[src/rtl/smsc_pkg.sv]
`default_nettype none

package smsc_pkg;

   localparam int DATA_W     = 32;
   localparam int FRAC_BITS  = 16;
   localparam int CFG_W      = 31;
   localparam int HALF_SHIFT = 31;
   localparam int PROD_W     = DATA_W + 1 + CFG_W;
   localparam int SUM_W      = DATA_W + 2;
   localparam int CSR_IDX_W  = 3;

   localparam logic [CFG_W-1:0] INV_PERIOD_RST    = CFG_W'(65536000);
   localparam logic [CFG_W-1:0] HALF_PERIOD_RST   = CFG_W'(1073742);
   localparam logic [CFG_W-1:0] SURFACE_SLOPE_RST = CFG_W'(65536);
   localparam logic [CFG_W-1:0] OVERALL_GAIN_RST  = CFG_W'(65536);

   localparam logic signed [DATA_W-1:0] DATA_MAX = {1'b0, {(DATA_W-1){1'b1}}};
   localparam logic signed [DATA_W-1:0] DATA_MIN = {1'b1, {(DATA_W-1){1'b0}}};
   localparam logic signed [SUM_W-1:0] SUM_MAX =
      {{(SUM_W-DATA_W+1){1'b0}}, {(DATA_W-1){1'b1}}};
   localparam logic signed [SUM_W-1:0] SUM_MIN =
      {{(SUM_W-DATA_W+1){1'b1}}, {(DATA_W-1){1'b0}}};

   typedef enum logic [CSR_IDX_W-1:0] {
      CSR_INV_PERIOD    = 3'd0,
      CSR_HALF_PERIOD   = 3'd1,
      CSR_SURFACE_SLOPE = 3'd2,
      CSR_SWITCH_GAIN   = 3'd3,
      CSR_EXP_GAIN      = 3'd4,
      CSR_OVERALL_GAIN  = 3'd5,
      CSR_OUT_MAX       = 3'd6,
      CSR_OUT_MIN       = 3'd7
   } csr_idx_type;

   typedef struct packed {
      logic [CFG_W-1:0]         inv_period;
      logic [CFG_W-1:0]         half_period;
      logic [CFG_W-1:0]         surface_slope;
      logic [CFG_W-1:0]         switch_gain;
      logic [CFG_W-1:0]         exp_gain;
      logic [CFG_W-1:0]         overall_gain;
      logic signed [DATA_W-1:0] out_max;
      logic signed [DATA_W-1:0] out_min;
   } cfg_type;

   typedef enum logic [2:0] {
      OP_DE,
      OP_CE,
      OP_CDE,
      OP_QS,
      OP_G,
      OP_H
   } op_type;

   typedef struct packed {
      logic   load;
      logic   mul;
      logic   wr;
      logic   commit;
      logic   clear;
      op_type op;
   } cmd_type;

   typedef enum logic [3:0] {
      ST_IDLE,
      ST_DE_M,
      ST_DE_W,
      ST_CE_M,
      ST_CE_W,
      ST_CDE_M,
      ST_CDE_W,
      ST_QS_M,
      ST_QS_W,
      ST_G_M,
      ST_G_W,
      ST_H_M,
      ST_H_W,
      ST_CLEAR
   } state_type;

   function automatic logic signed [SUM_W-1:0] sext_sum(input logic signed [DATA_W-1:0] v);
      return {{(SUM_W-DATA_W){v[DATA_W-1]}}, v};
   endfunction

   function automatic logic signed [DATA_W-1:0] sat_data(input logic signed [SUM_W-1:0] x);
      logic signed [DATA_W-1:0] r;
      if (x > SUM_MAX) begin
         r = DATA_MAX;
      end else if (x < SUM_MIN) begin
         r = DATA_MIN;
      end else begin
         r = x[DATA_W-1:0];
      end
      return r;
   endfunction

   // Product magnitude is truncated towards zero, then limited so that the
   // signed result stays inside the data range.
   function automatic logic signed [DATA_W-1:0] scale_product(
      input logic [PROD_W-1:0] prod,
      input logic              neg,
      input logic              half
   );
      logic [PROD_W-1:0] shifted;
      logic [DATA_W-1:0] limit;
      logic [DATA_W-1:0] mag;
      shifted = half ? (prod >> HALF_SHIFT) : (prod >> FRAC_BITS);
      limit   = DATA_MAX + {{(DATA_W-1){1'b0}}, neg};
      if (shifted > {{(PROD_W-DATA_W){1'b0}}, limit}) begin
         mag = limit;
      end else begin
         mag = shifted[DATA_W-1:0];
      end
      return neg ? -mag : mag;
   endfunction

endpackage

`default_nettype wire

[src/rtl/smsc_intf.sv]
`default_nettype none

interface smsc_req_if;
   import smsc_pkg::*;
   logic                     valid;
   logic                     ready;
   logic                     action;
   logic signed [DATA_W-1:0] reference;
   logic signed [DATA_W-1:0] feedback;
   modport source (output valid, action, reference, feedback, input ready);
   modport sink (input valid, action, reference, feedback, output ready);
endinterface

interface smsc_rsp_if;
   import smsc_pkg::*;
   logic                     valid;
   logic                     ready;
   logic signed [DATA_W-1:0] drive_out;
   logic                     frozen_out;
   modport source (output valid, drive_out, frozen_out, input ready);
   modport sink (input valid, drive_out, frozen_out, output ready);
endinterface

interface smsc_csr_if;
   import smsc_pkg::*;
   logic                 valid;
   logic                 ready;
   logic [CSR_IDX_W-1:0] index;
   logic [DATA_W-1:0]    data;
   modport source (output valid, index, data, input ready);
   modport sink (input valid, index, data, output ready);
endinterface

`default_nettype wire

[src/rtl/smsc_regs.sv]
`default_nettype none

module smsc_regs (
   input  wire logic     clock,
   input  wire logic     reset,
   smsc_csr_if.sink      csr_ch,
   output smsc_pkg::cfg_type cfg
);
   import smsc_pkg::*;

   cfg_type cfg_ff;
   cfg_type cfg_in;

   assign csr_ch.ready = 1'b1;
   assign cfg          = cfg_ff;

   always_comb begin
      cfg_in = cfg_ff;
      if (csr_ch.valid) begin
         unique case (csr_ch.index)
            CSR_INV_PERIOD:    cfg_in.inv_period    = csr_ch.data[CFG_W-1:0];
            CSR_HALF_PERIOD:   cfg_in.half_period   = csr_ch.data[CFG_W-1:0];
            CSR_SURFACE_SLOPE: cfg_in.surface_slope = csr_ch.data[CFG_W-1:0];
            CSR_SWITCH_GAIN:   cfg_in.switch_gain   = csr_ch.data[CFG_W-1:0];
            CSR_EXP_GAIN:      cfg_in.exp_gain      = csr_ch.data[CFG_W-1:0];
            CSR_OVERALL_GAIN:  cfg_in.overall_gain  = csr_ch.data[CFG_W-1:0];
            CSR_OUT_MAX:       cfg_in.out_max       = csr_ch.data;
            CSR_OUT_MIN:       cfg_in.out_min       = csr_ch.data;
         endcase
      end
   end

   always_ff @(posedge clock) begin
      if (reset) begin
         cfg_ff.inv_period    <= INV_PERIOD_RST;
         cfg_ff.half_period   <= HALF_PERIOD_RST;
         cfg_ff.surface_slope <= SURFACE_SLOPE_RST;
         cfg_ff.switch_gain   <= '0;
         cfg_ff.exp_gain      <= '0;
         cfg_ff.overall_gain  <= OVERALL_GAIN_RST;
         cfg_ff.out_max       <= DATA_MAX;
         cfg_ff.out_min       <= DATA_MIN;
      end else begin
         cfg_ff <= cfg_in;
      end
   end

endmodule

`default_nettype wire

[src/rtl/smsc_ctrl.sv]
`default_nettype none

module smsc_ctrl (
   input  wire logic      clock,
   input  wire logic      reset,
   input  wire logic      req_valid,
   input  wire logic      req_action,
   output logic           req_ready,
   output logic           rsp_valid,
   input  wire logic      rsp_ready,
   output smsc_pkg::cmd_type cmd
);
   import smsc_pkg::*;

   state_type state_ff;
   state_type state_in;
   logic      rsp_valid_ff;
   logic      rsp_valid_in;
   logic      out_free;
   logic      req_take;

   assign out_free  = !rsp_valid_ff || rsp_ready;
   assign req_ready = (state_ff == ST_IDLE);
   assign req_take  = req_valid && req_ready;
   assign rsp_valid = rsp_valid_ff;

   always_comb begin
      state_in = state_ff;
      unique case (state_ff)
         ST_IDLE: begin
            if (req_take) begin
               state_in = req_action ? ST_CLEAR : ST_DE_M;
            end
         end
         ST_DE_M:  state_in = ST_DE_W;
         ST_DE_W:  state_in = ST_CE_M;
         ST_CE_M:  state_in = ST_CE_W;
         ST_CE_W:  state_in = ST_CDE_M;
         ST_CDE_M: state_in = ST_CDE_W;
         ST_CDE_W: state_in = ST_QS_M;
         ST_QS_M:  state_in = ST_QS_W;
         ST_QS_W:  state_in = ST_G_M;
         ST_G_M:   state_in = ST_G_W;
         ST_G_W:   state_in = ST_H_M;
         ST_H_M:   state_in = ST_H_W;
         ST_H_W, ST_CLEAR: begin
            if (out_free) begin
               state_in = ST_IDLE;
            end
         end
         default:  state_in = ST_IDLE;
      endcase
   end

   always_comb begin
      cmd      = '0;
      cmd.op   = OP_DE;
      unique case (state_ff)
         ST_IDLE:  cmd.load = req_take && !req_action;
         ST_DE_M:  begin cmd.mul = 1'b1; cmd.op = OP_DE;  end
         ST_DE_W:  begin cmd.wr  = 1'b1; cmd.op = OP_DE;  end
         ST_CE_M:  begin cmd.mul = 1'b1; cmd.op = OP_CE;  end
         ST_CE_W:  begin cmd.wr  = 1'b1; cmd.op = OP_CE;  end
         ST_CDE_M: begin cmd.mul = 1'b1; cmd.op = OP_CDE; end
         ST_CDE_W: begin cmd.wr  = 1'b1; cmd.op = OP_CDE; end
         ST_QS_M:  begin cmd.mul = 1'b1; cmd.op = OP_QS;  end
         ST_QS_W:  begin cmd.wr  = 1'b1; cmd.op = OP_QS;  end
         ST_G_M:   begin cmd.mul = 1'b1; cmd.op = OP_G;   end
         ST_G_W:   begin cmd.wr  = 1'b1; cmd.op = OP_G;   end
         ST_H_M:   begin cmd.mul = 1'b1; cmd.op = OP_H;   end
         ST_H_W:   begin cmd.commit = out_free; cmd.op = OP_H; end
         ST_CLEAR: cmd.clear = out_free;
         default:  cmd.op = OP_DE;
      endcase
   end

   always_comb begin
      rsp_valid_in = rsp_valid_ff;
      if (cmd.commit || cmd.clear) begin
         rsp_valid_in = 1'b1;
      end else if (rsp_ready) begin
         rsp_valid_in = 1'b0;
      end
   end

   always_ff @(posedge clock) begin
      if (reset) begin
         state_ff     <= ST_IDLE;
         rsp_valid_ff <= 1'b0;
      end else begin
         state_ff     <= state_in;
         rsp_valid_ff <= rsp_valid_in;
      end
   end

`ifndef ASSERT_OFF
   a_rsp_from_final: assert property (@(posedge clock) disable iff (reset)
      $rose(rsp_valid_ff) |-> ($past(state_ff) == ST_H_W || $past(state_ff) == ST_CLEAR))
      else $error("result word raised outside a final state");

   a_step_starts: assert property (@(posedge clock) disable iff (reset)
      (req_take && !req_action) |=> (state_ff == ST_DE_M))
      else $error("control step did not start after acceptance");

   a_commit_waits: assert property (@(posedge clock) disable iff (reset)
      (state_ff == ST_H_W && rsp_valid_ff && !rsp_ready) |=> (state_ff == ST_H_W))
      else $error("commit went ahead while the result word was still held");
`endif

endmodule

`default_nettype wire

[src/rtl/smsc_dp.sv]
`default_nettype none

module smsc_dp (
   input  wire logic                            clock,
   input  wire logic                            reset,
   input  wire smsc_pkg::cmd_type               cmd,
   input  wire smsc_pkg::cfg_type               cfg,
   input  wire logic signed [smsc_pkg::DATA_W-1:0] reference,
   input  wire logic signed [smsc_pkg::DATA_W-1:0] feedback,
   output logic signed [smsc_pkg::DATA_W-1:0]   drive_out,
   output logic                                 frozen_out
);
   import smsc_pkg::*;

   logic signed [DATA_W-1:0] e_ff, de_ff, s_ff, mcde_ff, brk_ff, drive_ff;
   logic signed [DATA_W-1:0] prev_error_ff, prev_drive_ff, integ_ff;
   logic signed [DATA_W-1:0] prev_error_in, prev_drive_in, integ_in;
   logic                     frozen_ff, frozen_in;
   logic [PROD_W-1:0]        prod_ff;
   logic                     neg_ff;
   logic signed [DATA_W-1:0] out_drive_ff;
   logic                     out_frozen_ff;

   logic signed [DATA_W:0]   a_op;
   logic [CFG_W-1:0]         b_op;
   logic [DATA_W:0]          a_mag;
   logic [PROD_W-1:0]        prod_in;
   logic signed [DATA_W-1:0] mres;
   logic signed [SUM_W-1:0]  err_sum, s_sum, brk_sum, sw_term;
   logic signed [DATA_W:0]   v_sum, max_x, min_x;
   logic                     opposed, in_band;

   assign drive_out  = out_drive_ff;
   assign frozen_out = out_frozen_ff;

   assign err_sum = sext_sum(reference) - sext_sum(feedback);

   always_comb begin
      unique case (cmd.op)
         OP_DE: begin
            a_op = {e_ff[DATA_W-1], e_ff} - {prev_error_ff[DATA_W-1], prev_error_ff};
            b_op = cfg.inv_period;
         end
         OP_CE: begin
            a_op = {e_ff[DATA_W-1], e_ff};
            b_op = cfg.surface_slope;
         end
         OP_CDE: begin
            a_op = {de_ff[DATA_W-1], de_ff};
            b_op = cfg.surface_slope;
         end
         OP_QS: begin
            a_op = {s_ff[DATA_W-1], s_ff};
            b_op = cfg.exp_gain;
         end
         OP_G: begin
            a_op = {brk_ff[DATA_W-1], brk_ff};
            b_op = cfg.overall_gain;
         end
         OP_H: begin
            a_op = {drive_ff[DATA_W-1], drive_ff} + {prev_drive_ff[DATA_W-1], prev_drive_ff};
            b_op = cfg.half_period;
         end
         default: begin
            a_op = '0;
            b_op = '0;
         end
      endcase
      a_mag   = a_op[DATA_W] ? -a_op : a_op;
      prod_in = PROD_W'(a_mag) * PROD_W'(b_op);
   end

   assign mres = scale_product(prod_ff, neg_ff, cmd.op == OP_H);

   always_comb begin
      if (s_ff > 0) begin
         sw_term = {{(SUM_W-CFG_W){1'b0}}, cfg.switch_gain};
      end else if (s_ff < 0) begin
         sw_term = -{{(SUM_W-CFG_W){1'b0}}, cfg.switch_gain};
      end else begin
         sw_term = '0;
      end
      s_sum   = sext_sum(mres) + sext_sum(de_ff);
      brk_sum = sw_term + sext_sum(mres) + sext_sum(mcde_ff);
   end

   always_comb begin
      max_x   = {cfg.out_max[DATA_W-1], cfg.out_max};
      min_x   = {cfg.out_min[DATA_W-1], cfg.out_min};
      v_sum   = {integ_ff[DATA_W-1], integ_ff} + {mres[DATA_W-1], mres};
      opposed = (drive_ff < 0 && integ_ff > 0) || (drive_ff > 0 && integ_ff < 0);
      in_band = (integ_ff < cfg.out_max) && (integ_ff > cfg.out_min);

      integ_in      = integ_ff;
      frozen_in     = frozen_ff;
      prev_error_in = prev_error_ff;
      prev_drive_in = prev_drive_ff;
      if (cmd.clear) begin
         integ_in      = '0;
         frozen_in     = 1'b0;
         prev_error_in = '0;
         prev_drive_in = '0;
      end else if (cmd.commit) begin
         prev_error_in = e_ff;
         prev_drive_in = drive_ff;
         if (frozen_ff) begin
            frozen_in = !(opposed || in_band);
         end else begin
            priority if (v_sum > max_x) begin
               integ_in  = cfg.out_max;
               frozen_in = 1'b1;
            end else if (v_sum < min_x) begin
               integ_in  = cfg.out_min;
               frozen_in = 1'b1;
            end else begin
               integ_in  = v_sum[DATA_W-1:0];
               frozen_in = 1'b0;
            end
         end
      end
   end

   always_ff @(posedge clock) begin
      if (reset) begin
         integ_ff      <= '0;
         frozen_ff     <= 1'b0;
         prev_error_ff <= '0;
         prev_drive_ff <= '0;
      end else begin
         integ_ff      <= integ_in;
         frozen_ff     <= frozen_in;
         prev_error_ff <= prev_error_in;
         prev_drive_ff <= prev_drive_in;
      end
   end

   always_ff @(posedge clock) begin
      if (cmd.load) begin
         e_ff <= sat_data(err_sum);
      end
      if (cmd.mul) begin
         prod_ff <= prod_in;
         neg_ff  <= a_op[DATA_W];
      end
      if (cmd.wr) begin
         unique case (cmd.op)
            OP_DE:   de_ff   <= mres;
            OP_CE:   s_ff    <= sat_data(s_sum);
            OP_CDE:  mcde_ff <= mres;
            OP_QS:   brk_ff  <= sat_data(brk_sum);
            OP_G:    drive_ff <= mres;
            default: drive_ff <= drive_ff;
         endcase
      end
      if (cmd.commit || cmd.clear) begin
         out_drive_ff  <= integ_in;
         out_frozen_ff <= frozen_in;
      end
   end

`ifndef ASSERT_OFF
   a_freeze_at_limit: assert property (@(posedge clock) disable iff (reset)
      $rose(frozen_ff) |-> (integ_ff == cfg.out_max || integ_ff == cfg.out_min))
      else $error("integration froze away from a limit");

   a_word_matches_state: assert property (@(posedge clock) disable iff (reset)
      ($past(cmd.commit) || $past(cmd.clear)) |->
         (out_drive_ff == integ_ff && out_frozen_ff == frozen_ff))
      else $error("result word differs from the integrator state");

   a_frozen_holds: assert property (@(posedge clock) disable iff (reset)
      ($past(cmd.commit) && $past(frozen_ff)) |-> (integ_ff == $past(integ_ff)))
      else $error("integrator moved while frozen");
`endif

endmodule

`default_nettype wire

[src/rtl/sliding_mode_speed_controller.sv]
// Control step: the result word is registered at the final commit of an accepted request.
// A new request is accepted only once the step is through; the step runs on
// the single shared multiplier forming six products, each a multiply and a scale state.
// A held result word stalls only the final commit or a clear request.
// Synchronous active-high reset zeroes the controller state and loads the register defaults.
`default_nettype none

module sliding_mode_speed_controller (
   input  wire logic clock,
   input  wire logic reset,
   smsc_req_if.sink    req_ch,
   smsc_rsp_if.source  rsp_ch,
   smsc_csr_if.sink    csr_ch
);
   import smsc_pkg::*;

   cfg_type cfg;
   cmd_type cmd;

   smsc_regs u_regs (
      .clock  (clock),
      .reset  (reset),
      .csr_ch (csr_ch),
      .cfg    (cfg)
   );

   smsc_ctrl u_ctrl (
      .clock      (clock),
      .reset      (reset),
      .req_valid  (req_ch.valid),
      .req_action (req_ch.action),
      .req_ready  (req_ch.ready),
      .rsp_valid  (rsp_ch.valid),
      .rsp_ready  (rsp_ch.ready),
      .cmd        (cmd)
   );

   smsc_dp u_dp (
      .clock      (clock),
      .reset      (reset),
      .cmd        (cmd),
      .cfg        (cfg),
      .reference  (req_ch.reference),
      .feedback   (req_ch.feedback),
      .drive_out  (rsp_ch.drive_out),
      .frozen_out (rsp_ch.frozen_out)
   );

endmodule

`default_nettype wire
[src/flat_wrapper.sv]
// flat-port wrapper written by rule: the top's interface ports become plain ports
module sliding_mode_speed_controller_flat import smsc_pkg::*;
  (clock, reset, req_ch_valid, req_ch_action, req_ch_reference, req_ch_feedback, req_ch_ready, rsp_ch_valid, rsp_ch_drive_out, rsp_ch_frozen_out, rsp_ch_ready, csr_ch_valid, csr_ch_index, csr_ch_data, csr_ch_ready);
  smsc_req_if req_ch_i ();
  smsc_rsp_if rsp_ch_i ();
  smsc_csr_if csr_ch_i ();
  input  wire logic clock;
  input  wire logic reset;
  input wire logic [$bits(req_ch_i.valid)-1:0] req_ch_valid;
  input wire logic [$bits(req_ch_i.action)-1:0] req_ch_action;
  input wire logic [$bits(req_ch_i.reference)-1:0] req_ch_reference;
  input wire logic [$bits(req_ch_i.feedback)-1:0] req_ch_feedback;
  output wire logic [$bits(req_ch_i.ready)-1:0] req_ch_ready;
  output wire logic [$bits(rsp_ch_i.valid)-1:0] rsp_ch_valid;
  output wire logic [$bits(rsp_ch_i.drive_out)-1:0] rsp_ch_drive_out;
  output wire logic [$bits(rsp_ch_i.frozen_out)-1:0] rsp_ch_frozen_out;
  input wire logic [$bits(rsp_ch_i.ready)-1:0] rsp_ch_ready;
  input wire logic [$bits(csr_ch_i.valid)-1:0] csr_ch_valid;
  input wire logic [$bits(csr_ch_i.index)-1:0] csr_ch_index;
  input wire logic [$bits(csr_ch_i.data)-1:0] csr_ch_data;
  output wire logic [$bits(csr_ch_i.ready)-1:0] csr_ch_ready;
  assign req_ch_i.valid = req_ch_valid;
  assign req_ch_i.action = req_ch_action;
  assign req_ch_i.reference = req_ch_reference;
  assign req_ch_i.feedback = req_ch_feedback;
  assign req_ch_ready = req_ch_i.ready;
  assign rsp_ch_valid = rsp_ch_i.valid;
  assign rsp_ch_drive_out = rsp_ch_i.drive_out;
  assign rsp_ch_frozen_out = rsp_ch_i.frozen_out;
  assign rsp_ch_i.ready = rsp_ch_ready;
  assign csr_ch_i.valid = csr_ch_valid;
  assign csr_ch_i.index = csr_ch_index;
  assign csr_ch_i.data = csr_ch_data;
  assign csr_ch_ready = csr_ch_i.ready;
  sliding_mode_speed_controller u_core (.clock(clock), .reset(reset), .req_ch(req_ch_i), .rsp_ch(rsp_ch_i), .csr_ch(csr_ch_i));
endmodule
[config.mk]
export PLATFORM = sky130hd
export DESIGN_NAME = sliding_mode_speed_controller_flat
export DESIGN_NICKNAME = d
export VERILOG_FILES = /design/src/rtl/smsc_pkg.sv /design/src/rtl/smsc_intf.sv /design/src/rtl/smsc_regs.sv /design/src/rtl/smsc_ctrl.sv /design/src/rtl/smsc_dp.sv /design/src/rtl/sliding_mode_speed_controller.sv /design/src/flat_wrapper.sv
export SDC_FILE = /design/constraint.sdc
export NUM_CORES = 2
export LEC_CHECK = 0
export ABC_CLOCK_PERIOD_IN_PS = 12560
export BUFFER_PORTS_ARGS = -buffer_cell sky130_fd_sc_hd__buf_4
export CAP_MARGIN = 20
export CORE_ASPECT_RATIO = 0.5
export CORE_MARGIN = 4
export CORE_UTILIZATION = 35
export CTS_BUF_LIST = sky130_fd_sc_hd__clkbuf_16
export CTS_CLUSTER_SIZE = 28
export DETAILED_ROUTE_END_ITERATION = 8
export RECOVER_POWER = 100
export SLEW_MARGIN = 20
export SYNTH_ARGS = -nofsm -noshare
export SYNTH_HDL_FRONTEND = slang
export SYNTH_HIERARCHICAL = 1
export SYNTH_SLANG_ARGS = --single-unit
[constraint.sdc]
create_clock -name clock -period 12.56 [get_ports clock]
set_clock_uncertainty 0.05 [all_clocks]
set_input_delay 1.256 -clock clock [delete_from_list [all_inputs] [get_ports clock]]
set_output_delay 1.256 -clock clock [all_outputs]
set_load 0.01 [all_outputs]
==> impl_metrics.tcl <==
set metrics [dict create \
    synth_edf_count 274 \
    hold_viol 0 \
    cts_max_path_buffers 3 \
    rsz0062_at_grt "no" \
    place_ws_ns -0.0837 \
    drtPass1Iterations 6 \
    fin_crit_sh_pct 95.8 \
    maxCapViolations 13 \
    fill_cells 22000 \
    async_reset_ff_share_pct 0 \
    drive_above_1_share_pct 7.47 \
    dp_hpwl_um 214000 \
    synthToLayoutAreaGrowth_pct 10.5 \
    setup_tns_ns 0 \
    grt_pass1_wl_um 397000 \
    root_buffer "clkbuf_16" \
    die_area_mm2 0.228 \
    numClockSinks 626 \
    die_h_um 339 \
    synthDistinctLibCells 108 \
    grt.overflow.total 0 \
    grt_pass1_vias 62400 \
    cts_tree "yes" \
    synth_nets 10300 \
    syn_area_mm2 0.0768 \
    synthCells 8661 \
    final_common_cell "inv_1" \
    fin_nets 10400 \
    crit_type "flip-flop to flip-flop" \
    crit_slowest_cell "fa_1" \
    status "finished, violations left" \
    grt_usage_pct 22.7 \
    critPathLaunchType "flip-flop" \
    worstSetupEndpointType "flip-flop" \
    r2r_setup_slack_ns 0.53 \
    crit_end "u_core/u_dp/prod_ff[63]" \
    clk_pin_slew_ns 0.07 \
    setup_viol 0 \
    violations "capacitance limit, slew limit" \
    fin_util_pct 38.9 \
    vias 63900 \
    worstPathArrival_ns 12.38 \
    min-delay-path-class "flip-flop to flip-flop" \
    synth-seq-cells 626 \
    ant_nets 0 \
    finalWorstSetupSlack_ns 0.527 \
    relSlewSlack_pct -175 \
    slew_viol_final 698 \
    wl_per_cell_um 22.3 \
    worst_slew_pin_slew_ns 4.12 \
    grt_max_degree 124 \
    critPathLaunch "u_core/u_ctrl/state_ff[0]" \
    r2r_end "u_core/u_dp/prod_ff[63]" \
    viasPerCell 5.45 \
    reg2regPathDepth 47 \
    antenna_found_initial 19 \
    core_area_mm2 0.218 \
    slowest_delay_ns 0.53 \
    rows 121 \
    drc 0 \
    seq_area_frac_synth_pct 19.9 \
    cts_buffers 68 \
    dieWidth_um 671 \
    ctsHoldBuffers 0 \
    wl_um 262000 \
    initial_core_util_pct 35.2 \
    yosys_warnings 6 \
    cp.required_ns 12.90 \
    drt_iter0_drc 6398 \
    layout_common_cells "1317 x inv_1, 933 x fa_1, 927 x nand2_1" \
    cp_max_fo 16 \
    hold_slack_ns 0.426 \
    ios 141 \
    r2r_start "u_core/u_ctrl/state_ff[0]" \
    fin_crit_ns 12.03 \
    synth_top_flop_cell "dfxtp_1" \
    clock_latency_ns 0.66 \
    port-buffer-count 139 \
    routabilityCongestion 1.00 \
    avgSynthCellArea_um2 8.87 \
    htree_num_levels 3 \
    max_freq_mhz 83.1 \
]
==> how the worst min path moves through the flow <==
| stage | from | slack (ns) | depth (start not counted) | endpoint |
|---|---|---|---|---|
| 4_1_cts | u_core/u_regs/cfg[209] | 0.43 | 2 | u_core/u_regs/cfg[209] |
| 3_3_place_gp | u_core/u_regs/cfg[226] | 0.41 | 2 | u_core/u_regs/cfg[226] |
| 6_report | u_core/u_regs/cfg[204] | 0.43 | 2 | u_core/u_regs/cfg[204] |
| 2_1_floorplan | u_core/u_regs/cfg[223] | 0.40 | 2 | u_core/u_regs/cfg[223] |
| 3_5_place_dp | u_core/u_regs/cfg[223] | 0.41 | 2 | u_core/u_regs/cfg[223] |
| 5_1_grt | u_core/u_regs/cfg[222] | 0.44 | 2 | u_core/u_regs/cfg[222] |
==> layout make-up <==
| type | instances | area (um2) | area share (%) |
|---|---|---|---|
| antenna | 5 | 12.5 | 0.0147 |
| clock buffer | 69 | 1730 | 2.03 |
| clock inverter | 57 | 517 | 0.609 |
| inverter | 1306 | 4900 | 5.78 |
| multi-input combinational | 6316 | 55600 | 65.5 |
| sequential | 626 | 15300 | 18.0 |
| tap | 2890 | 3620 | 4.26 |
| timing repair buffer | 470 | 3250 | 3.83 |
==> synth_stat cells (15+ instances only) <==
cell type	n	area share [%]
clkbuf_1	337	1.6
and2_1	139	1.1
or3_1	27	0.22
xnor2_1	154	1.8
a22oi_1	80	0.78
nor2_1	658	3.2
a211oi_1	39	0.38
nand3_1	114	0.74
nor4_1	44	0.36
o21a_1	85	0.83
o211ai_1	26	0.25
fa_1	933	24
or2_2	17	0.14
inv_1	1303	6.4
o221ai_1	15	0.17
buf_2	43	0.28
nand3b_1	19	0.19
and3_1	36	0.29
nor2b_1	80	0.65
nand2_1	928	4.5
o21ai_0	253	1.6
o22ai_1	15	0.12
nor3_1	74	0.48
a21oi_1	423	2.8
o31ai_1	40	0.39
buf_1	24	0.12
o21bai_1	38	0.37
a21o_1	247	2.4
dfxtp_1	352	9.2
nand4_1	82	0.67
xor2_1	81	0.92
ha_1	610	9.9
nand2b_1	293	2.4
mux2i_1	372	4.8
a31oi_1	45	0.37
mux2_2	34	0.50
edfxtp_1	274	11
==> cell families (layout without fill, tap and decap cells) <==
kind of cell	after synthesis	in the layout	synth area share, %
simple gates	2603	2603	16.1
buf+inv	1720	1902	8.55
fa+ha+maj	1553	1553	34.4
compound gates	1515	1516	13.0
flops	626	626	19.9
mux	406	406	5.34
xor+xnor	237	237	2.72
other cells	1	6	0.00488
==> worst max-delay path, delay by kind of cell, from the launching register on <==
family | cells | cell delay [ns]
compound gates | 16 | 3.28
xor+xnor | 2 | 0.31
fa+ha+maj | 9 | 4.25
buf+inv | 14 | 2.05
flops | 1 | 0.31
simple gates | 6 | 1.47
==> routing by layer <==
metal,share of wire [%],global-route usage [%]
met1,45,33.3
met2,42,33.2
met3,9.9,4.97
met4,3.2,6.43
met5,0.073,0.417
==> timing repair <==
action / in CTS / in global routing
setup buffers: 0 / 15
cloned: 0 / 1
pin swaps: 0 / 10
endpoints found under the setup margin: 3 / 89
gates resized for setup: 2 / 66
==> per-stage QoR <==
step                      instances  instance area [um2]
after floorplan                8661                76800
after global placement        11600                82500
after detailed placement      11600                82500
after CTS                     11700                84800
after global routing          11700                84900
final                         11700                84900
==> registers in the layout (all words and copies together) (netlist names) <==
register                   count
u_core/u_regs/cfg            250
u_core/u_dp/prod_ff           48
u_core/u_dp/brk_ff            32
u_core/u_dp/de_ff             32
u_core/u_dp/drive_ff          32
u_core/u_dp/drive_out         32
u_core/u_dp/e_ff              32
u_core/u_dp/integ_ff          32
u_core/u_dp/mcde_ff           32
u_core/u_dp/prev_drive_ff     32
u_core/u_dp/prev_error_ff     32
u_core/u_dp/s_ff              32
u_core/u_ctrl/state_ff         4
u_core/u_ctrl/rsp_valid        1
u_core/u_dp/frozen_ff          1
u_core/u_dp/frozen_out         1
u_core/u_dp/neg_ff             1
Power is not shown: default switching activity piles up to over one toggle a cycle in this logic, so the estimate is an artifact.
